===== src/hw/rtl/assert_macros.svh =====
// Shared assertion shorthands for the walker RTL.
`ifndef ASSERT_MACROS_SVH
`define ASSERT_MACROS_SVH

// Check that a property holds at every rising edge outside reset.
`define ASSERT_AT(label, clock, reset_n, prop, msg) \
    label: assert property (@(posedge clock) disable iff (!reset_n) (prop)) \
        else $error(msg);

// Check that a condition never holds outside reset.
`define ASSERT_NEVER(label, clock, reset_n, cond, msg) \
    label: assert property (@(posedge clock) disable iff (!reset_n) !(cond)) \
        else $error(msg);

`endif


===== src/hw/rtl/ptw_pkg.sv =====
`default_nettype none

package ptw_pkg;

    // Input command codes
    localparam logic CMD_TRANSLATE = 1'b0;
    localparam logic CMD_ENTRY     = 1'b1;

    // Result kinds
    localparam logic KIND_READ = 1'b0;
    localparam logic KIND_DONE = 1'b1;

    // Walk status codes
    localparam logic [1:0] ST_MAPPED_4K   = 2'd0;
    localparam logic [1:0] ST_LARGE_2M    = 2'd1;
    localparam logic [1:0] ST_NOT_PRESENT = 2'd2;
    localparam logic [1:0] ST_ZERO_ADDR   = 2'd3;

    // Table levels
    localparam logic [1:0] LVL_PML4 = 2'd0;
    localparam logic [1:0] LVL_PDP  = 2'd1;
    localparam logic [1:0] LVL_PD   = 2'd2;
    localparam logic [1:0] LVL_PT   = 2'd3;

    // Configuration register indexes
    localparam logic [1:0] CFG_PML4_BASE = 2'd0;
    localparam logic [1:0] CFG_PDP_BASE  = 2'd1;
    localparam logic [1:0] CFG_PD_BASE   = 2'd2;
    localparam logic [1:0] CFG_PT_BASE   = 2'd3;

    // Present and page-size bits of a large directory entry
    localparam logic [63:0] LARGE_MASK = 64'h81;

    localparam int PHYS_W = 41;

    // Work handed from the front to the back
    typedef enum logic [2:0] {
        OP_RD_PML4,
        OP_RD_PDP,
        OP_RD_PD,
        OP_RD_PT,
        OP_FIN_ZERO,
        OP_FIN_ABSENT,
        OP_FIN_LARGE,
        OP_FIN_4K
    } op_t;

    typedef struct packed {
        op_t         op;
        logic [1:0]  level;
        logic [63:0] va;
    } job_t;

    typedef struct packed {
        logic              kind;
        logic [63:0]       read_addr;
        logic [1:0]        status;
        logic [1:0]        fault_level;
        logic [PHYS_W-1:0] phys_addr;
        logic [63:0]       pte_addr;
    } result_t;

    // Byte offset of the entry for va inside the self-mapped window of a level
    function automatic logic [63:0] entry_offset(op_t op, logic [63:0] va);
        logic [63:0] off;
        case (op)
            OP_RD_PML4: off = {52'd0, va[47:39], 3'd0};
            OP_RD_PDP:  off = {43'd0, va[47:30], 3'd0};
            OP_RD_PD:   off = {34'd0, va[47:21], 3'd0};
            default:    off = {25'd0, va[47:12], 3'd0};
        endcase
        return off;
    endfunction

endpackage

`default_nettype wire


===== src/hw/rtl/ptw_fifo.sv =====
`default_nettype none

module ptw_fifo
    #(
        parameter int WIDTH = 8
    )
    (
        input  wire logic             clk,
        input  wire logic             rst_n,
        input  wire logic             push,
        input  wire logic [WIDTH-1:0] wdata,
        output logic                  full,
        input  wire logic             pop,
        output logic [WIDTH-1:0]      rdata,
        output logic                  empty
    );

    logic [WIDTH-1:0] mem_reg [2];
    logic             wr_ptr_reg;
    logic             wr_ptr_next;
    logic             rd_ptr_reg;
    logic             rd_ptr_next;
    logic [1:0]       count_reg;
    logic [1:0]       count_next;
    logic             do_push;
    logic             do_pop;

    assign full    = (count_reg == 2'd2);
    assign empty   = (count_reg == 2'd0);
    assign rdata   = mem_reg[rd_ptr_reg];
    assign do_push = push && !full;
    assign do_pop  = pop && !empty;

    // Advance pointers and occupancy
    always_comb
    begin
        wr_ptr_next = do_push ? !wr_ptr_reg : wr_ptr_reg;
        rd_ptr_next = do_pop ? !rd_ptr_reg : rd_ptr_reg;
        count_next  = count_reg;
        if (do_push && !do_pop)
        begin
            count_next = count_reg + 2'd1;
        end
        else if (do_pop && !do_push)
        begin
            count_next = count_reg - 2'd1;
        end
    end

    always_ff @(posedge clk or negedge rst_n)
    begin
        if (!rst_n)
        begin
            wr_ptr_reg <= 1'b0;
            rd_ptr_reg <= 1'b0;
            count_reg  <= 2'd0;
        end
        else
        begin
            wr_ptr_reg <= wr_ptr_next;
            rd_ptr_reg <= rd_ptr_next;
            count_reg  <= count_next;
        end
    end

    // Store entry on transfer
    always_ff @(posedge clk)
    begin
        if (do_push)
        begin
            mem_reg[wr_ptr_reg] <= wdata;
        end
    end

endmodule

`default_nettype wire


===== src/hw/rtl/ptw_front.sv =====
`default_nettype none
`include "assert_macros.svh"

module ptw_front
    import ptw_pkg::*;
    (
        input  wire logic        clk,
        input  wire logic        rst_n,
        input  wire logic        accept,
        input  wire logic        cmd,
        input  wire logic [63:0] virt_addr,
        input  wire logic [63:0] entry_word,
        output logic             job_valid,
        output job_t             job
    );

    logic        busy_reg;
    logic        busy_next;
    logic [1:0]  level_reg;
    logic [1:0]  level_next;
    logic [63:0] vaddr_reg;
    logic [63:0] vaddr_next;

    // Classify the transfer and step the walk state
    always_comb
    begin
        job_valid  = 1'b0;
        job.op     = OP_RD_PML4;
        job.level  = level_reg;
        job.va     = vaddr_reg;
        busy_next  = busy_reg;
        level_next = level_reg;
        vaddr_next = vaddr_reg;
        if (accept)
        begin
            if (cmd == CMD_TRANSLATE)
            begin
                job_valid  = 1'b1;
                job.va     = virt_addr;
                level_next = LVL_PML4;
                if (virt_addr == 64'd0)
                begin
                    job.op    = OP_FIN_ZERO;
                    busy_next = 1'b0;
                end
                else
                begin
                    job.op     = OP_RD_PML4;
                    busy_next  = 1'b1;
                    vaddr_next = virt_addr;
                end
            end
            else if (busy_reg)
            begin
                job_valid = 1'b1;
                if (!entry_word[0])
                begin
                    job.op     = OP_FIN_ABSENT;
                    busy_next  = 1'b0;
                    level_next = LVL_PML4;
                end
                else
                begin
                    case (level_reg)
                        LVL_PML4:
                        begin
                            job.op     = OP_RD_PDP;
                            level_next = LVL_PDP;
                        end
                        LVL_PDP:
                        begin
                            job.op     = OP_RD_PD;
                            level_next = LVL_PD;
                        end
                        LVL_PD:
                        begin
                            if ((entry_word & LARGE_MASK) == LARGE_MASK)
                            begin
                                job.op     = OP_FIN_LARGE;
                                busy_next  = 1'b0;
                                level_next = LVL_PML4;
                            end
                            else
                            begin
                                job.op     = OP_RD_PT;
                                level_next = LVL_PT;
                            end
                        end
                        default:
                        begin
                            job.op     = OP_FIN_4K;
                            busy_next  = 1'b0;
                            level_next = LVL_PML4;
                        end
                    endcase
                end
            end
        end
    end

    always_ff @(posedge clk or negedge rst_n)
    begin
        if (!rst_n)
        begin
            busy_reg  <= 1'b0;
            level_reg <= LVL_PML4;
            vaddr_reg <= 64'd0;
        end
        else
        begin
            busy_reg  <= busy_next;
            level_reg <= level_next;
            vaddr_reg <= vaddr_next;
        end
    end

    `ASSERT_NEVER(a_level_only_when_busy, clk, rst_n, (level_reg != LVL_PML4) && !busy_reg,
        "walk level advanced with no walk in progress")
    `ASSERT_AT(a_start_walk, clk, rst_n,
        accept && (cmd == CMD_TRANSLATE) && (virt_addr != 64'd0)
            |=> busy_reg && (level_reg == LVL_PML4) && (vaddr_reg == $past(virt_addr)),
        "translate request did not start a walk")
    `ASSERT_AT(a_finish_idles, clk, rst_n,
        job_valid && ((job.op == OP_FIN_ABSENT) || (job.op == OP_FIN_LARGE)
            || (job.op == OP_FIN_4K) || (job.op == OP_FIN_ZERO)) |=> !busy_reg,
        "walk still busy after finishing")

endmodule

`default_nettype wire


===== src/hw/rtl/ptw_back.sv =====
`default_nettype none
`include "assert_macros.svh"

module ptw_back
    import ptw_pkg::*;
    #(
        parameter int PHYS_FRAME_BITS = 28
    )
    (
        input  wire logic                       clk,
        input  wire logic                       rst_n,
        input  wire logic                       cfg_write,
        input  wire logic [1:0]                 cfg_index,
        input  wire logic [63:0]                cfg_data,
        input  wire logic                       job_valid,
        input  wire job_t                       job,
        input  wire logic [PHYS_FRAME_BITS-1:0] frame,
        output logic                            job_take,
        input  wire logic                       res_room,
        output logic                            res_valid,
        output result_t                         res
    );

    logic [63:0] pml4_base_reg;
    logic [63:0] pdp_base_reg;
    logic [63:0] pd_base_reg;
    logic [63:0] pt_base_reg;
    logic [63:0] base_sel;
    logic [63:0] entry_addr;
    logic [63:0] frame_ext;
    logic [63:0] page_4k;
    logic [63:0] page_2m;

    // Hold window bases
    always_ff @(posedge clk or negedge rst_n)
    begin
        if (!rst_n)
        begin
            pml4_base_reg <= 64'd0;
            pdp_base_reg  <= 64'd0;
            pd_base_reg   <= 64'd0;
            pt_base_reg   <= 64'd0;
        end
        else if (cfg_write)
        begin
            case (cfg_index)
                CFG_PML4_BASE: pml4_base_reg <= cfg_data;
                CFG_PDP_BASE:  pdp_base_reg  <= cfg_data;
                CFG_PD_BASE:   pd_base_reg   <= cfg_data;
                CFG_PT_BASE:   pt_base_reg   <= cfg_data;
                default:       pt_base_reg   <= pt_base_reg;
            endcase
        end
    end

    assign job_take  = job_valid && res_room;
    assign res_valid = job_take;

    // Entry address: window offset plus base of the level
    always_comb
    begin
        case (job.op)
            OP_RD_PML4: base_sel = pml4_base_reg;
            OP_RD_PDP:  base_sel = pdp_base_reg;
            OP_RD_PD:   base_sel = pd_base_reg;
            default:    base_sel = pt_base_reg;
        endcase
    end

    assign entry_addr = entry_offset(job.op, job.va) + base_sel;

    // Physical addresses for small and large pages
    assign frame_ext = {{(64 - PHYS_FRAME_BITS){1'b0}}, frame};
    assign page_4k   = (frame_ext << 12) | {52'd0, job.va[11:0]};
    assign page_2m   = ((frame_ext & ~64'h1ff) << 12) | {43'd0, job.va[20:0]};

    // Build the result; unused fields stay zero
    always_comb
    begin
        res.kind        = KIND_READ;
        res.read_addr   = 64'd0;
        res.status      = ST_MAPPED_4K;
        res.fault_level = LVL_PML4;
        res.phys_addr   = '0;
        res.pte_addr    = 64'd0;
        case (job.op)
            OP_RD_PML4, OP_RD_PDP, OP_RD_PD, OP_RD_PT:
            begin
                res.read_addr = entry_addr;
            end
            OP_FIN_ZERO:
            begin
                res.kind   = KIND_DONE;
                res.status = ST_ZERO_ADDR;
            end
            OP_FIN_ABSENT:
            begin
                res.kind        = KIND_DONE;
                res.status      = ST_NOT_PRESENT;
                res.fault_level = job.level;
            end
            OP_FIN_LARGE:
            begin
                res.kind      = KIND_DONE;
                res.status    = ST_LARGE_2M;
                res.phys_addr = page_2m[PHYS_W-1:0];
            end
            default:
            begin
                res.kind      = KIND_DONE;
                res.status    = ST_MAPPED_4K;
                res.phys_addr = page_4k[PHYS_W-1:0];
                res.pte_addr  = entry_addr;
            end
        endcase
    end

    `ASSERT_AT(a_read_fields_clear, clk, rst_n,
        res_valid && (res.kind == KIND_READ)
            |-> (res.status == ST_MAPPED_4K) && (res.pte_addr == 64'd0),
        "read request carries completion fields")

endmodule

`default_nettype wire


===== src/hw/rtl/page_table_walker.sv =====
// Four-level page table walker over a recursive self-map. Push a translate
// request (cmd 0) or a returned table entry (cmd 1); each transfer yields at
// most one result: a read request for the next entry or a finished walk.
// The block takes one item every cycle while full is low and delivers one
// result every cycle while pop is high and empty is low. Classification is
// combinational and lands in a two-entry job queue at the transfer edge;
// the address add moves the job into a two-entry result queue when that
// queue has room. With pop held low, four result-producing items fill the
// two queues before full rises. A returned entry with no walk in progress
// is dropped without a result. A new translate request abandons any walk in
// progress. Write the window bases only while the block is idle.
`default_nettype none

module page_table_walker
    import ptw_pkg::*;
    #(
        parameter int PHYS_FRAME_BITS = 28
    )
    (
        input  wire logic        clk,
        input  wire logic        rst_n,
        input  wire logic        push,
        output logic             full,
        input  wire logic        cmd,
        input  wire logic [63:0] virt_addr,
        input  wire logic [63:0] entry_word,
        output logic             empty,
        input  wire logic        pop,
        output logic             kind,
        output logic [63:0]      read_addr,
        output logic [1:0]       status,
        output logic [1:0]       fault_level,
        output logic [40:0]      phys_addr,
        output logic [63:0]      pte_addr,
        input  wire logic        cfg_write,
        input  wire logic [1:0]  cfg_index,
        input  wire logic [63:0] cfg_data
    );

    localparam int JOB_W = $bits(job_t);
    localparam int MID_W = JOB_W + PHYS_FRAME_BITS;
    localparam int RES_W = $bits(result_t);

    logic                       accept;
    logic                       fr_valid;
    job_t                       fr_job;
    logic [MID_W-1:0]           mid_wdata;
    logic [MID_W-1:0]           mid_rdata;
    logic                       mid_empty;
    job_t                       bk_job;
    logic [PHYS_FRAME_BITS-1:0] bk_frame;
    logic                       bk_take;
    logic                       res_valid;
    result_t                    res;
    logic                       out_full;
    logic [RES_W-1:0]           out_rdata;
    result_t                    out_res;

    assign accept = push && !full;

    // Classify transfers and track the walk
    ptw_front u_front (
        .clk        (clk),
        .rst_n      (rst_n),
        .accept     (accept),
        .cmd        (cmd),
        .virt_addr  (virt_addr),
        .entry_word (entry_word),
        .job_valid  (fr_valid),
        .job        (fr_job)
    );

    assign mid_wdata = {fr_job, entry_word[12 +: PHYS_FRAME_BITS]};

    // Job queue between front and back
    ptw_fifo #(
        .WIDTH (MID_W)
    ) u_job_q (
        .clk   (clk),
        .rst_n (rst_n),
        .push  (fr_valid),
        .wdata (mid_wdata),
        .full  (full),
        .pop   (bk_take),
        .rdata (mid_rdata),
        .empty (mid_empty)
    );

    assign bk_job   = mid_rdata[MID_W-1 -: JOB_W];
    assign bk_frame = mid_rdata[PHYS_FRAME_BITS-1:0];

    // Form read requests and completions
    ptw_back #(
        .PHYS_FRAME_BITS (PHYS_FRAME_BITS)
    ) u_back (
        .clk       (clk),
        .rst_n     (rst_n),
        .cfg_write (cfg_write),
        .cfg_index (cfg_index),
        .cfg_data  (cfg_data),
        .job_valid (!mid_empty),
        .job       (bk_job),
        .frame     (bk_frame),
        .job_take  (bk_take),
        .res_room  (!out_full),
        .res_valid (res_valid),
        .res       (res)
    );

    // Result queue toward the consumer
    ptw_fifo #(
        .WIDTH (RES_W)
    ) u_res_q (
        .clk   (clk),
        .rst_n (rst_n),
        .push  (res_valid),
        .wdata (res),
        .full  (out_full),
        .pop   (pop),
        .rdata (out_rdata),
        .empty (empty)
    );

    assign out_res     = out_rdata;
    assign kind        = out_res.kind;
    assign read_addr   = out_res.read_addr;
    assign status      = out_res.status;
    assign fault_level = out_res.fault_level;
    assign phys_addr   = out_res.phys_addr;
    assign pte_addr    = out_res.pte_addr;

endmodule

`default_nettype wire


===== config.mk =====
export PLATFORM = sky130hd
export DESIGN_NAME = page_table_walker
export DESIGN_NICKNAME = d
export VERILOG_FILES = /design/src/hw/rtl/ptw_pkg.sv /design/src/hw/rtl/ptw_fifo.sv /design/src/hw/rtl/ptw_front.sv /design/src/hw/rtl/ptw_back.sv /design/src/hw/rtl/page_table_walker.sv
export VERILOG_INCLUDE_DIRS = /design/src /design/src/hw/rtl
export SDC_FILE = /design/constraint.sdc
export NUM_CORES = 1
export LEC_CHECK = 0
export BUFFER_PORTS_ARGS = -buffer_cell sky130_fd_sc_hd__buf_2
export CAP_MARGIN = 20
export CORE_MARGIN = 3
export CORE_UTILIZATION = 50
export CTS_BUF_LIST = sky130_fd_sc_hd__clkbuf_2
export DETAILED_ROUTE_END_ITERATION = 10
export GPL_ROUTABILITY_DRIVEN = 0
export PLACE_DENSITY = 0.69
export SYNTH_ARGS = -nofsm -noshare
export SYNTH_HDL_FRONTEND = slang
export SYNTH_HIERARCHICAL = 1
export SYNTH_SLANG_ARGS = --single-unit

===== constraint.sdc =====
create_clock -name clk -period 25.1 [get_ports clk]
set_input_delay 1.255 -clock clk [delete_from_list [all_inputs] [get_ports clk]]
set_output_delay 1.255 -clock clk [all_outputs]
set_load 0.02 [all_outputs]

# Yosys cells after proc, flatten, opt, wreduce, memory -nomap -nowiden
# Memories as Yosys holds them, arrays and structs flattened.
# Cells that the tools add are included.
op_classes:
  magnitude_cmp: 0
  addsub: 5
  mux: 39
  bitwise: 4
  n_eq_ne: 15
  reduce_logical: 40
  n_div: 0
  shifts: 0
  mul: 0
ops:
  columns: ["operator", "n"]
  rows:
  - ["two-way mux 64 bit", 4]
  - ["one-hot mux 64 bit (3 select lines)", 1]
  - ["one-hot mux 39 bit (3 select lines)", 1]
  - ["one-hot mux 41 bit (2 select lines)", 1]
  - ["adder 39 x 64 -> 64 bit", 1]
  - ["zero test 64 bit", 1]
  - ["bitwise OR 40 x 12 -> 40 bit", 1]
  - ["bitwise OR 40 x 21 -> 40 bit", 1]
  - ["two-way mux 2 bit", 9]
  - ["two-way mux 3 bit", 6]
  - ["two-way mux 1 bit", 13]
  - ["== test 2 bit, second input constant", 6]
  - ["zero test 1 bit", 12]
  - ["one-hot mux 2 bit (3 select lines)", 2]
  - ["logical AND 1 bit", 10]
  - ["AND reduction 2 bit", 5]
  - ["== test 3 bit, second input constant", 3]
  - ["one-hot mux 3 bit (3 select lines)", 1]
  - ["zero test 2 bit", 4]
  - ["OR reduction 7 bit", 1]
  - ["== test 3 x 2 -> 1 bit, second input constant", 2]
  - ["OR reduction 6 bit", 1]
  - ["adder 2 x 1 -> 2 bit, second input constant", 2]
  - ["== test 2 x 1 -> 1 bit, second input constant", 2]
  - ["other kinds (10)", 13]
totals:
  out_inout_bits: 176
  ramBits: 542
  elab_cells: 118
  input_bits: 200
  mem_bits_ro: 0
  memories: 2
  latchBits: 0
  ff_bits: 331
memory_table:
  columns: ["memory", "depth", "word_bits", "read_ports", "rd_clocked_by_memory_dff", "write_ports", "line", "text"]
  rows:
  - ["u_res_q.mem_reg", 2, 174, 1, 0, 1, "ptw_fifo.sv:18", "logic [WIDTH-1:0] mem_reg [2];"]
  - ["u_job_q.mem_reg", 2, 97, 1, 0, 1, "ptw_fifo.sv:18", null]

# Depth between registers and ports, before layout
depth:
  depth_word: 9
  ltp_mapped: 23
  ltp_nobuf: 16

# By module
# The synthesis kept the hierarchy.
by_module_without_submodules:
  columns: ["mod", "cells_per_inst", "n_inst", "area_per_inst_um2", "seq_area_each_um2"]
  rows:
  - ["ptw_back", 1629, 1, 15921.5, 6406.1]
  - ["ptw_fifo (u_res_q)", 560, 1, 12799.8, 10550.1]
  - ["ptw_fifo (u_job_q)", 321, 1, 7269.5, 5925.7]
  - ["ptw_front", 317, 1, 3518.4, 1676.6]
  - ["page_table_walker", 3, 1, 21.3, 0.0]

# Worst setup path after synthesis
# No wires, ideal clock.
synth_timing:
  kind: "flip-flop to flip-flop"
  start: "reg u_res_q.count_reg[0]"
  end: "mem u_res_q/mem_reg[0][0] in the netlist's numbering (enable)"
  n_path_buf: 1
  setup_ns: 0.710
  synth_period_minus_slack_ns: 8.837
  required_ns: 24.390
  stages_incl_launch_ff: 8
  slack_ns: 16.263
  arrival_ns: 8.127
  cell_sequence: "dfrtp_1 > nand2b_1 > inv_1 > inv_1 > and2_1 > buf_4 > nand2_1 > nor2_1"
synth_between:
  elab_chain_len: 6
synth_lines:
  columns: ["element", "line", "text"]
  rows:
  - ["start, declared", "ptw_fifo.sv:23", "logic [1:0] count_reg;"]
  - ["start signal, assigned", "ptw_fifo.sv:62", "count_reg <= count_next;"]
  - ["== test 2 bit", "ptw_fifo.sv:28", "assign full = (count_reg == 2'd2);"]
  - ["net out_full", "page_table_walker.sv:55", "logic out_full;"]
  - ["zero test 1 bit", "page_table_walker.sv:105", ".res_room (!out_full),"]
  - ["logical AND 1 bit", "ptw_back.sv:56", "assign job_take = job_valid && res_room;"]
  - ["net bk_take", "page_table_walker.sv:52", "logic bk_take;"]
  - ["logical AND 1 bit", "ptw_fifo.sv:31", "assign do_push = push && !full;"]
  - ["two-way mux 1 bit", "ptw_fifo.sv:69", "if (do_push)"]
  - ["two-way mux 1 bit (not written as such)", "ptw_fifo.sv:71", "mem_reg[wr_ptr_reg] <= wdata;"]
  - ["end, declared", "ptw_fifo.sv:18", null]
# The timed path passes the listed nets, and every way through them passes these cells.

==> flow_summary.toml <==
[status]
status = "complete, no violations"

[clocking]
cts.htree.levels = 4
cts_num_sinks = 825
cts_made_buffers = 205
cts_root_buf = "clkbuf_2"
cts_buffer_depth = 3
cts_repair_resize_count = 0
cts_tree = "built"
clk-insertion-delay-late_ps = 1400
cts.clk_slew.worst_paths_ps = 100

[floorplan]
start_util = 0.5101
ioPinCount = 376
die_x_um = 280.2
core_um2 = 73700
rows = 99
die_area_um2 = 78520
die_y_um = 280.2

[routing]
post_drt_wl_per_cell_um = 21.53
vias = 24330
detail_route.first_pass.iterations = 5
routed_via_density = 5.598
drt_iter0_drc = 1817
wirelength_mm = 93.56
antenna_left = 0
drcViolationCount = 0

[critical_path]
critPathLaunch = "u_job_q/rd_ptr_reg"
path_class = "flip-flop to flip-flop"
rrSetupSlack_ps = 17850
arrival_ps = 8290
critPathLaunchType = "flip-flop"
path_max_fanout = 62
slowest_stage = "dfrtp_4"
timing.rr.start = "u_job_q/rd_ptr_reg"
slowest_delay_ps = 890
endpoint_kind = "flip-flop"
cp_data_required_time_ps = 26140
critical_path.cell_chain = "mux2_4, buf_4, a21o_2, buf_4, nand2_1, o21ai_0, ha_1, and2_1, and3_1, a221oi_2, o221ai_2, nand3_1, and2_4, or4_4, mux2_4"

[timing]
grt_setup_unrepaired = "false"
final.period_utilization = 0.2888
fin_skew_ps = 110.1
hold-worst-slack_ps = 210.1
slew_headroom = 0.2220
period_minus_slack_ps = 7250
tightest_slew_ps = 1167
slew_viol_final = 0
max_freq_ghz = 0.1379
hold_violations = 0
fin_tns_setup_ps = 0
setup_viol = 0

[cells_and_area]
final_nets = 3441
largest_reg_flops = 348
filler_cell_count = 5946
area_growth_syn_to_layout_pct = 13.49
final_util = 0.5790
drive_gt1_frac = 0.3904
fin_cells = 4346

[global_route]
globalRouteTotalUtil = 0.2361
overflow = 0
grt_pass1_vias = 25080
antenna_found_initial = 13
grt_pass1_wl_mm = 142.2
grt_max_degree = 155

[synthesis]
synth.avg_cell_area_um2 = 13.84
yosysWarnings = 6
synth_nets = 2956
synth_cells = 2717
synth_area_um2 = 37600

[pwr]
p_leak_uw = 0.01750
power.total_uw = 6046
peakVddDrop_uv = 107.7
powerDensity_nw_per_um2 = 141.7

[placement]
dp_hpwl_mm = 59.70
place_inst = 3886
port_buffers = 341

[run]
cap_violations = 0

[worst_hold_path]
hp-start = "cfg_data[22]"
hold_class = "input port to flip-flop"
what timing repair did:
action | 4_1_cts | 5_1_grt
hold endpoints to repair | 227 | 0
buffers inserted | 0 | 0
hold buffers | 66 | 0
endpoints found under the setup margin | 0 | 0
routing by layer:
layer	up-vias	part of all wire	GRT usage
li1	11160	-	-
met1	12120	0.43	0.3191
met2	897	0.48	0.3766
met3	145	0.069	0.05700
met4	6	0.019	0.08052
met5	-	0.00041	0
cells in the final DEF, fill, tap and decap left out, types with 28 or more instances in the layout:
cell type,n
xor2_1,34
xnor2_1,32
and3_1,38
mux2i_1,75
mux2_2,540
dfrtp_1,313
dlygate4sd3_1,66
buf_2,340
clkbuf_2,326
ha_1,38
clkinv_1,40
edfxtp_1,510
nor2_1,221
nand3_1,28
nand2_1,118
o21bai_1,48
a21oi_1,108
inv_1,67
o21ai_0,92
stage by stage:
step	setup WS, ps	area [µm²]
6_report	17850	42670
5_1_grt	17460	42670
4_1_cts	17820	42600
3_5_place_dp	17940	40010
3_3_place_gp	17980	40010
2_1_floorplan	16260	37600
area by class of cell:
cell class              instances  area (µm²)  share of cell area
flip-flops and latches        825       23200              0.5438
multi-input cells            1666       13420              0.3144
repair buffers                437        2655             0.06222
clock buffers                 326        1632             0.03823
well taps                     959        1200             0.02812
clock inverters                58       294.0            0.006890
inverters                      67       251.5            0.005894
diodes                          8       20.02           0.0004691
worst max-delay path, delay by kind of cell (launching register included):
kind | cells | cell delay [ps]
AOI/OAI and AO/OA | 4 | 1350
adders and majority gates | 1 | 340
buffers and inverters | 2 | 1340
DFF | 1 | 890
muxes | 2 | 1080
and+or+nand+nor | 6 | 1840
report_power, final:
| part | internal [µW] | leakage, µW | switching [µW] |
|---|---|---|---|
| clock network | 357 | 0.00149 | 537 |
| registers | 2110 | 0.00855 | 176 |
| logic | 1010 | 0.00746 | 1860 |
| total | 3470 | 0.0175 | 2570 |
path summary, 6_finish.rpt:
kind | endpoint | cells after the start
setup reg to reg | u_res_q/mem_reg[0][171] | 15
setup / recovery | u_res_q/mem_reg[0][171] | 15
hold / removal | u_back/pdp_base_reg[22] | 2
min in group asynchronous | u_front/level_reg[1] | 2
hold reg to reg | u_back/pml4_base_reg[60] | 1
max in group asynchronous | u_back/pml4_base_reg[38] | 5
(Power assumes the default switching activity.)
